==> config.mk <==
export PLATFORM = sky130hd
export DESIGN_NAME = nss_regs
export DESIGN_NICKNAME = d
export VERILOG_FILES = /design/src/rtl/nss_pkg.sv /design/src/rtl/nss_regs.sv
export SDC_FILE = /design/constraint.sdc
export NUM_CORES = 1
export LEC_CHECK = 0
export BUFFER_PORTS_ARGS = -buffer_cell sky130_fd_sc_hd__buf_2
export CAP_MARGIN = 20
export CORE_AREA = 8 8 64 66
export DETAILED_ROUTE_END_ITERATION = 12
export DIE_AREA = 0 0 72 74
export GPL_TIMING_DRIVEN = 1
export PLACE_DENSITY = 0.88
export REMOVE_ABC_BUFFERS = 1
export SLEW_MARGIN = 5
export SYNTH_ARGS = -nofsm -noshare
export SYNTH_HDL_FRONTEND = slang
export SYNTH_SLANG_ARGS = --single-unit
==> constraint.sdc <==
create_clock -name clk_i -period 2.11 [get_ports clk_i]
set_input_delay 0.211 -clock clk_i [delete_from_list [all_inputs] [get_ports clk_i]]
set_output_delay 0.211 -clock clk_i [all_outputs]
set_load 0.05 [all_outputs]
==> src/rtl/nss_pkg.sv <==
package nss_pkg;

  localparam int TABLE_DEPTH = 64;
  localparam int IDX_W       = (TABLE_DEPTH > 1) ? $clog2(TABLE_DEPTH) : 1;
  localparam int CNT_W       = $clog2(TABLE_DEPTH + 1);

  localparam int DIST_W  = 17;
  localparam int COUNT_W = 7;
  localparam int SCORE_W = 18;
  localparam logic [SCORE_W-1:0] SCORE_MAX = 18'h3FFFF;

  // round half up: add half an output LSB before dropping the 14 fraction bits
  localparam logic [34:0] ROUND_HALF = 35'd8192;

  localparam logic OP_WRITE = 1'b0;
  localparam logic OP_QUERY = 1'b1;

  // register select is paddr bit 2 (byte address 4*i)
  localparam logic REG_MAX_DISTANCE = 1'b0;
  localparam logic REG_ENTRY_COUNT  = 1'b1;
  localparam int   PADDR_W          = 3;

  typedef struct packed {
    logic               op;
    logic [5:0]         slot;
    logic signed [15:0] point_x;
    logic signed [15:0] point_y;
    logic signed [15:0] dir_x;
    logic signed [15:0] dir_y;
    logic [15:0]        half_length;
  } in_t;

  typedef struct packed {
    logic               found;
    logic [5:0]         match_index;
    logic [SCORE_W-1:0] match_score;
  } out_t;

  typedef struct packed {
    logic [DIST_W-1:0]  max_distance;
    logic [COUNT_W-1:0] entry_count;
  } cfg_t;

  typedef struct packed {
    logic signed [15:0] cx;
    logic signed [15:0] cy;
    logic signed [15:0] vx;
    logic signed [15:0] vy;
    logic [15:0]        half_length;
  } entry_t;

  typedef struct packed {
    logic             write_entry;
    logic             load_query;
    logic             issue;
    logic [IDX_W-1:0] issue_idx;
    logic             emit;
  } dp_cmd_t;

  typedef struct packed {
    logic pipe_empty;
  } dp_stat_t;

  typedef enum logic [1:0] {
    ST_IDLE,
    ST_SCAN,
    ST_DRAIN
  } state_e;

endpackage

==> src/rtl/nss_regs.sv <==
module nss_regs (
  input  logic                        clk_i,
  input  logic                        rst_ni,
  input  logic                        psel,
  input  logic                        penable,
  input  logic                        pwrite,
  input  logic [nss_pkg::PADDR_W-1:0] paddr,
  input  logic [31:0]                 pwdata,
  output logic [31:0]                 prdata,
  output logic                        pready,
  output nss_pkg::cfg_t               cfg_o
);
  import nss_pkg::*;

  cfg_t cfg_q, cfg_d;
  logic wr_en;

  assign pready = 1'b1;
  assign wr_en  = psel && penable && pwrite;

  always_comb begin
    cfg_d = cfg_q;
    if (wr_en) begin
      case (paddr[2])
        REG_MAX_DISTANCE: cfg_d.max_distance = pwdata[DIST_W-1:0];
        REG_ENTRY_COUNT:  cfg_d.entry_count  = pwdata[COUNT_W-1:0];
        default:          cfg_d = cfg_q;
      endcase
    end
  end

  always_ff @(posedge clk_i or negedge rst_ni) begin
    if (!rst_ni) begin
      cfg_q.max_distance <= DIST_W'(64);
      cfg_q.entry_count  <= '0;
    end else begin
      cfg_q <= cfg_d;
    end
  end

  always_comb begin
    case (paddr[2])
      REG_MAX_DISTANCE: prdata = 32'(cfg_q.max_distance);
      REG_ENTRY_COUNT:  prdata = 32'(cfg_q.entry_count);
      default:          prdata = '0;
    endcase
  end

  assign cfg_o = cfg_q;

endmodule

==> results by group <==
STA
  • Aggregate negative setup slack: 0 ns
  • Skew final: 0 ns
  • Fin crit share: 0.695
  • Setup violators final: 0
  • Unrepaired setup endpoints after global routing: no
  • Clock period minus final worst setup slack: about 1.5 ns
  • Fmax: 0.682 GHz
  • Number of endpoints with negative hold slack in the final report: 0
  • Worst slew slack as a fraction of its limit: 0.639
  • Max Transition Viols Final: 0
  • Worst slew pin tran: roughly 0.54 ns

Cells and area
  • Area overhead of the layout relative to synthesis: 26.8%
  • Number of cells in the finished layout apart from fillers: between 150 and 200
  • Number of flip-flops in the largest register: 24
  • Share of cells above drive strength 1: 0.671
  • Number of nets at the end of the flow: approximately 190
  • Filler cells: approximately 300
  • Number of diodes: 0

Placement
  • Number of port buffers: 63
  • HPWL after detailed placement: 2330 um
  • Weighted congestion at the end of routability-driven global placement: 0.671
  • Placed Instances: 193

Floorplan
  • Horizontal extent of the die: 72 um
  • Y dimension of the die: around 74 um
  • Top-level I/O count: a little under 100
  • Starting density of the core: 0.390
  • Standard cell core area: 0.00318 mm^2
  • Number of rows created at floorplan: 21
  • Area of the die: about 0.0053 mm^2

Route
  • DR pass1 iterations: 2
  • Vias: 836
  • Remaining DRCs: 0
  • Final wirelength: between 2000 and 3000 um
  • Antenna Nets Post-Route: 0
  • Average vias per placed instance: 4.22
  • Violation count after the first detailed-routing iteration: 24
  • Average detailed-routed wire length per instance: around 15 um

CTS
  • Longest Clk Path Bufs: 2
  • Clock transition at the registers of the reported paths: around 0.13 ns
  • CTS root buffer: sky130_fd_sc_hd__clkbuf_4
  • Number of cells upsized or downsized after cts: 0
  • TritonCTS clock tree: yes
  • Worst-skew pair later-pin latency: approximately 0.31 ns
  • # Post-CTS Setup Buffers: 0
  • CTS sink cnt: 24
  • Count of H-tree levels built during CTS: 1
  • TritonCTS Buffers: 3

Logic synthesis
  • Average cell area after synthesis: ~14 um^2
  • Synth cell types: 11
  • Total of flip-flops plus latches after synthesis: 24
  • Register area share after synthesis: 0.485
  • Post-synthesis instance area: between 0.001 and 0.0015 mm^2
  • Number of instances in the synthesized netlist: between 80 and 90
  • Synthesis Warnings: 0

Worst setup path
  • Critical setup path kind: reg -> out
  • Required arrival time at the worst endpoint: 1.90 ns
  • CP Data Arrival Time: approximately 1.3 ns
  • Kind of capture point of the worst setup path: output pin
  • Worst-path maximum fanout: 3
  • Logic depth of the worst register-to-register path: 1
  • Worst Setup Start Kind: flip-flop
  • R2R setup slack: about 1.3 ns

Power
  • Static Leak: approximately 0.86 nW
  • Worst IR drop on VDD: ~0.00048 V
  • Ratio of total power to cell area: between 1000 and 1500 mW/mm^2

Global route
  • Global-route wire length before repair: 4570 um
  • Initial antenna violation count: 0
  • Number of global-route vias before repair: approximately 900
  • Global Route Usage Sum: 0.108
  • Remaining global-route overflow: 0
  • Pin count of the biggest net entering global routing: 25

Run
  • Max-cap violations: 0

Hold path
  • Path class of the lowest-slack min-delay path: in -> reg
  • Hold Path Cell Cnt: 2

Run status
  • Outcome: finished, final reports clean
[stage by stage]
step | worst slack, ns | utilization | hold WS (ns) | power, mW | cell area (um^2)
2_1_floorplan | 0.495 | - | -0.0846 | 1.45 | 1150
3_3_place_gp | 0.652 | 0.481 | 0.223 | 1.68 | 1530
3_5_place_dp | 0.643 | 0.481 | 0.227 | 1.70 | 1530
4_1_cts | 0.630 | 0.495 | 0.110 | 1.94 | 1570
5_1_grt | 0.590 | 0.495 | 0.101 | 2.01 | 1570
6_report | 0.643 | 0.495 | 0.119 | 1.92 | 1570
[cell usage in the layout, fill, tap and decap left out, drive strengths merged]
cell type,count
buf,64
dfrtp,23
clkbuf,4
dlygate4sd3,1
nand4,1
conb,16
nand4b,1
dfstp,1
mux2,31
nor2b,10
[logic make-up (layout without fill, tap and decap cells)]
logic type | count (synthesis) | after routing | synth area share
buf+inv | 19 | 69 | 0.118
flops | 24 | 24 | 0.485
mux | 31 | 31 | 0.311
other cells | 2 | 16 | 0.00605
simple gates | 12 | 12 | 0.0796
[synth_stat cells]
cell                       count  share of area
sky130_fd_sc_hd__clkbuf_1      1         0.0030
sky130_fd_sc_hd__mux2_4       10           0.12
sky130_fd_sc_hd__nand4_2       1          0.010
sky130_fd_sc_hd__conb_1        2         0.0061
sky130_fd_sc_hd__dfrtp_1      23           0.46
sky130_fd_sc_hd__nand4b_4      1          0.019
sky130_fd_sc_hd__dfstp_2       1          0.021
sky130_fd_sc_hd__nor2b_1      10          0.050
sky130_fd_sc_hd__buf_4        16          0.097
sky130_fd_sc_hd__mux2_2       21           0.19
sky130_fd_sc_hd__buf_6         2          0.018
[where the power goes]
part | internal (mW) | switching (mW)
Clock | 0.105 | 0.138
Sequential | 0.564 | 0.0681
Combinational | 0.267 | 0.777
[worst paths after layout]
check	startpoint	end
max	cfg_o[13]$_DFFE_PN1P_	prdata[6]
min	pwdata[8]	cfg_o[15]$_DFFE_PN0P_
max reg2reg	cfg_o[14]$_DFFE_PN0P_	cfg_o[14]$_DFFE_PN0P_
min reg2reg	cfg_o[19]$_DFFE_PN0P_	cfg_o[19]$_DFFE_PN0P_
max in group asynchronous	rst_ni	cfg_o[13]$_DFFE_PN1P_
min in group asynchronous	rst_ni	cfg_o[5]$_DFFE_PN0P_
[layout make-up]
type                    count  area, um^2  share of cell area
flip-flops and latches     24         602               0.382
multi-input cells          59         546               0.347
repair buffers             65         333               0.211
well taps                  46        57.6              0.0366
clock buffers               4        36.3              0.0231
[layer usage]
metal | track usage | vias to the layer above | part of all wire
li1 | - | 393 | -
met1 | 0.126 | 403 | 0.40
met2 | 0.175 | 40 | 0.48
met3 | 0.0512 | 0 | 0.12
met4 | 0.0272 | 0 | 0
met5 | 0 | - | 0
[repair_timing]
item	CTS	global route
hold buffers	1	0
hold endpoints to repair	23	0
setup endpoints to repair	0	0
[worst max-delay path: stages, from the launching register on]
cell and delay, ns:
sky130_fd_sc_hd__dfstp_2 0.56, sky130_fd_sc_hd__mux2_2 0.13, sky130_fd_sc_hd__buf_2 0.25
Note: power is estimated with default switching activity, not from simulation.
