`config.mk`:
```
export PLATFORM = sky130hd
export DESIGN_NAME = nss_ctrl
export DESIGN_NICKNAME = d
export VERILOG_FILES = /design/src/rtl/nss_pkg.sv /design/src/rtl/nss_ctrl.sv
export SDC_FILE = /design/constraint.sdc
export NUM_CORES = 1
export LEC_CHECK = 0
export ABC_AREA = 1
export ABC_CLOCK_PERIOD_IN_PS = 1800
export BUFFER_PORTS_ARGS = -buffer_cell sky130_fd_sc_hd__buf_2
export CAP_MARGIN = 20
export CORE_MARGIN = 1
export CORE_UTILIZATION = 52
export CTS_BUF_LIST = sky130_fd_sc_hd__clkbuf_16
export DETAILED_ROUTE_END_ITERATION = 10
export GPL_TIMING_DRIVEN = 0
export PLACE_DENSITY = 0.77
export SKIP_CTS_REPAIR_TIMING = 1
export SYNTH_ARGS = -nofsm -noshare
export SYNTH_HDL_FRONTEND = slang
export SYNTH_SLANG_ARGS = --single-unit
```
`constraint.sdc`:
```
create_clock -name clk_i -period 1.8 [get_ports clk_i]
set_input_delay 0.18 -clock clk_i [delete_from_list [all_inputs] [get_ports clk_i]]
set_output_delay 0.18 -clock clk_i [all_outputs]
set_load 0.1 [all_outputs]
```
`src/rtl/nss_pkg.sv`:
```
package nss_pkg;

  localparam int TABLE_DEPTH = 64;
  localparam int IDX_W       = (TABLE_DEPTH > 1) ? $clog2(TABLE_DEPTH) : 1;
  localparam int CNT_W       = $clog2(TABLE_DEPTH + 1);

  localparam int DIST_W  = 17;
  localparam int COUNT_W = 7;
  localparam int SCORE_W = 18;
  localparam logic [SCORE_W-1:0] SCORE_MAX = 18'h3FFFF;

  // round half up: add half an output LSB before dropping the 14 fraction bits
  localparam logic [34:0] ROUND_HALF = 35'd8192;

  localparam logic OP_WRITE = 1'b0;
  localparam logic OP_QUERY = 1'b1;

  // register select is paddr bit 2 (byte address 4*i)
  localparam logic REG_MAX_DISTANCE = 1'b0;
  localparam logic REG_ENTRY_COUNT  = 1'b1;
  localparam int   PADDR_W          = 3;

  typedef struct packed {
    logic               op;
    logic [5:0]         slot;
    logic signed [15:0] point_x;
    logic signed [15:0] point_y;
    logic signed [15:0] dir_x;
    logic signed [15:0] dir_y;
    logic [15:0]        half_length;
  } in_t;

  typedef struct packed {
    logic               found;
    logic [5:0]         match_index;
    logic [SCORE_W-1:0] match_score;
  } out_t;

  typedef struct packed {
    logic [DIST_W-1:0]  max_distance;
    logic [COUNT_W-1:0] entry_count;
  } cfg_t;

  typedef struct packed {
    logic signed [15:0] cx;
    logic signed [15:0] cy;
    logic signed [15:0] vx;
    logic signed [15:0] vy;
    logic [15:0]        half_length;
  } entry_t;

  typedef struct packed {
    logic             write_entry;
    logic             load_query;
    logic             issue;
    logic [IDX_W-1:0] issue_idx;
    logic             emit;
  } dp_cmd_t;

  typedef struct packed {
    logic pipe_empty;
  } dp_stat_t;

  typedef enum logic [1:0] {
    ST_IDLE,
    ST_SCAN,
    ST_DRAIN
  } state_e;

endpackage

```
`src/rtl/nss_ctrl.sv`:
```
module nss_ctrl (
  input  logic                          clk_i,
  input  logic                          rst_ni,
  input  logic                          start,
  input  logic                          op_i,
  input  logic [nss_pkg::COUNT_W-1:0]   entry_count_i,
  input  nss_pkg::dp_stat_t             stat_i,
  output nss_pkg::dp_cmd_t              cmd_o,
  output logic                          busy
);
  import nss_pkg::*;

  state_e           state_q, state_d;
  logic [CNT_W-1:0] k_q, k_d;
  logic [CNT_W-1:0] n_q, n_d;
  logic [31:0]      count_ext;
  logic [CNT_W-1:0] n_lim;

  // clamp the scan length to the table depth
  assign count_ext = 32'(entry_count_i);
  assign n_lim     = (count_ext > 32'(TABLE_DEPTH)) ? CNT_W'(TABLE_DEPTH)
                                                    : count_ext[CNT_W-1:0];

  always_ff @(posedge clk_i or negedge rst_ni) begin
    if (!rst_ni) begin
      state_q <= ST_IDLE;
      k_q     <= '0;
      n_q     <= '0;
    end else begin
      state_q <= state_d;
      k_q     <= k_d;
      n_q     <= n_d;
    end
  end

  always_comb begin
    state_d = state_q;
    k_d     = k_q;
    n_d     = n_q;
    cmd_o   = '0;
    cmd_o.issue_idx = k_q[IDX_W-1:0];
    busy    = (state_q != ST_IDLE);
    case (state_q)
      ST_IDLE: begin
        if (start) begin
          if (op_i == OP_WRITE) begin
            cmd_o.write_entry = 1'b1;
          end else begin
            cmd_o.load_query = 1'b1;
            k_d = '0;
            n_d = n_lim;
            state_d = (n_lim == '0) ? ST_DRAIN : ST_SCAN;
          end
        end
      end
      ST_SCAN: begin
        cmd_o.issue = 1'b1;
        k_d = k_q + CNT_W'(1);
        if (k_d == n_q) begin
          state_d = ST_DRAIN;
        end
      end
      ST_DRAIN: begin
        if (stat_i.pipe_empty) begin
          cmd_o.emit = 1'b1;
          state_d = ST_IDLE;
        end
      end
      default: begin
        state_d = ST_IDLE;
      end
    endcase
  end

endmodule

```
==> flow_summary.json <==
{
  "status": "completed",
  "die_area_um2": 2110,
  "skew_ps": 2.38,
  "rows": 15,
  "routed_wl_um": 2070,
  "postRouteAntennaNets": 0,
  "hold_depth": 2,
  "synth_area_um2": 1010,
  "hold_viol_final": 0,
  "tightest_slew_ps": 614,
  "final_layout_size_suffix_gt1_frac": 0.280,
  "io_pins": 23,
  "post_drt_wl_per_cell_um": 11.1,
  "yosysTopAreaCell": "dfrtp_1",
  "nets": 175,
  "r2r_cells": 12,
  "dieWidth_um": 46.0,
  "worstPathRequired_ps": 1620,
  "reg2reg_slack_ps": 170,
  "start_kind": "flip-flop",
  "min_to": "n_q[1]$_DFFE_PN0P_",
  "fmax_ghz": 0.579,
  "layout_commonest_cell": "nand2_1",
  "grt_max_degree": 17,
  "htreeDepth": 1,
  "post-route-min-period_ps": 1730,
  "dr_total_vias": 923,
  "crit_path_end_kind": "output pin",
  "worstPathArrival_ps": 1550,
  "synth_nets": 147,
  "clock_latency_ps": 250,
  "critPathKind": "reg2out",
  "place_congestion": 0.824,
  "syn_area_per_cell_um2": 7.51,
  "cts.sinks": 16,
  "post-route-period-util": 0.959,
  "antenna_found_initial": 0,
  "yosysSeqAreaShare": 0.398,
  "viasPerCell": 4.96,
  "rsz0062_at_grt": "false",
  "synthCells": 134,
  "syn_to_final_growth_pct": 25.0,
  "grt_overflow": 0,
  "route.detailed.drc": 0,
  "postPlaceCellArea_um2": 1160,
  "cts_tree": "yes",
  "synth_area_leaders": "dfrtp_1 (40%), nand2_1 (12%), inv_1 (8.2%)",
  "final_area_um2": 1260,
  "cp_max_fo": 8,
  "hold_path.startpoint": "entry_count_i[1]",
  "cts_root_buf": "clkbuf_16",
  "initial_utilization": 0.570,
  "cts_buffers": 3,
  "dp.cells": 181,
  "stdcell_count": 186,
  "port-buffer-count": 22,
  "hold_class": "in2reg",
  "grt_pass1_vias": 769,
  "ys_types": 25,
  "antenna_cells": 0,
  "finalCoreUtilization": 0.713,
  "slew_violations": 0,
  "drt-initial-drc-count": 15,
  "r2r_start": "k_q[0]$_DFFE_PN0P_",
  "timing.rr.end": "state_q[1]$_DFFE_PN0P_",
  "clockBufferDepth": 2,
  "die_h_um": 46.0,
  "drv_cap": 0,
  "grt_use_total": 0.214,
  "final_cell_mix": "nand2_1 (31), inv_1 (22), buf_2 (21)",
  "path_clk_slew_ps": 50,
  "nFillCells": 157,
  "core-area_um2": 1760,
  "slew_headroom": 0.591,
  "ys_ff_latch": 16,
  "yosys_warnings": 0,
  "dp_hpwl_um": 1580,
  "finalSetupViolations": 0,
  "grt_first_pass_wirelength_um": 3200,
  "drt_pass1_iterations": 4,
  "yosysTopAreaCellShare": 0.398
}
-- cell families (layout without fill, tap and decap cells) --
kind of cell,count (synthesis),in the layout,share of synthesized area
AND/OR/NAND/NOR,65,65,0.326
buffers and inverters,30,57,0.134
AO/OA/AOI/OAI,20,20,0.112
flip-flops,16,16,0.398
XOR/XNOR,2,2,0.0174
adder cells (fa/ha/maj),1,1,0.0124
-- worst max path at each step --
stage | from | end | slack (ps) | cells past startpoint
6_report | state_q[1]$_DFFE_PN0P_ | cmd_o[8] | 70 | 4
5_1_grt | state_q[1]$_DFFE_PN0P_ | cmd_o[8] | 7 | 4
4_1_cts | state_q[1]$_DFFE_PN0P_ | cmd_o[8] | -190 | 4
3_5_place_dp | state_q[1]$_DFFE_PN0P_ | cmd_o[8] | 70 | 4
3_3_place_gp | state_q[1]$_DFFE_PN0P_ | cmd_o[8] | 90 | 4
2_1_floorplan | state_q[1]$_DFFE_PN0P_ | n_q[1]$_DFFE_PN0P_ | -420 | 5
-- cell type report --
| cell class | instances | area (um^2) | share of cell area |
|---|---|---|---|
| repair buffers | 23 | 126 | 0.100 |
| multi-input cells | 88 | 475 | 0.378 |
| clock buffers | 3 | 75.1 | 0.0597 |
| plain buffers | 6 | 45.0 | 0.0358 |
| flip-flops and latches | 16 | 403 | 0.320 |
| clock inverters | 1 | 3.75 | 0.00299 |
| inverters | 24 | 97.6 | 0.0776 |
| well taps | 25 | 31.3 | 0.0249 |
-- cell usage after synthesis, drive strengths merged --
| library cell | number |
|---|---|
| a22o | 2 |
| nor2 | 9 |
| nor4 | 1 |
| nand2 | 32 |
| nand4 | 1 |
| or2 | 3 |
| a21oi | 4 |
| xnor2 | 1 |
| buf | 6 |
| o21ai | 10 |
| nand3 | 16 |
| ha | 1 |
| inv | 24 |
| nor3 | 2 |
| xor2 | 1 |
| dfrtp | 16 |
| and3 | 1 |
| o22ai | 4 |
-- critical path: stages (launching register included) --
cell and delay [ps]:
dfrtp_2 450, nor2_4 230, inv_8 50, nor3_4 280, buf_6 280
-- through the flow --
| step | hold WS, ps | setup TNS, ps | worst slack [ps] |
|---|---|---|---|
| final | 161 | 0 | 73.1 |
| after global routing | 181 | 0 | 7.08 |
| after CTS | -155 | -190 | -190 |
| after detailed placement | 103 | 0 | 71.7 |
| after global placement | 103 | 0 | 86.4 |
| after floorplan | -116 | -2870 | -417 |
-- flip-flops by register name (all words and copies together) (netlist names) --
register / flops
k_q: 7
state_q: 2
n_q: 7
-- layer usage --
| layer | track usage | wire [um] | vias to the layer above |
|---|---|---|---|
| met4 | 0.0706 | 27 | 0 |
| met3 | 0.0357 | 70 | 5 |
| met1 | 0.291 | 997 | 410 |
| li1 | - | - | 483 |
| met5 | 0 | 0 | - |
| met2 | 0.344 | 973 | 25 |
Power is not shown: default switching activity piles up to over one toggle a cycle in this logic, so the estimate is an artifact.
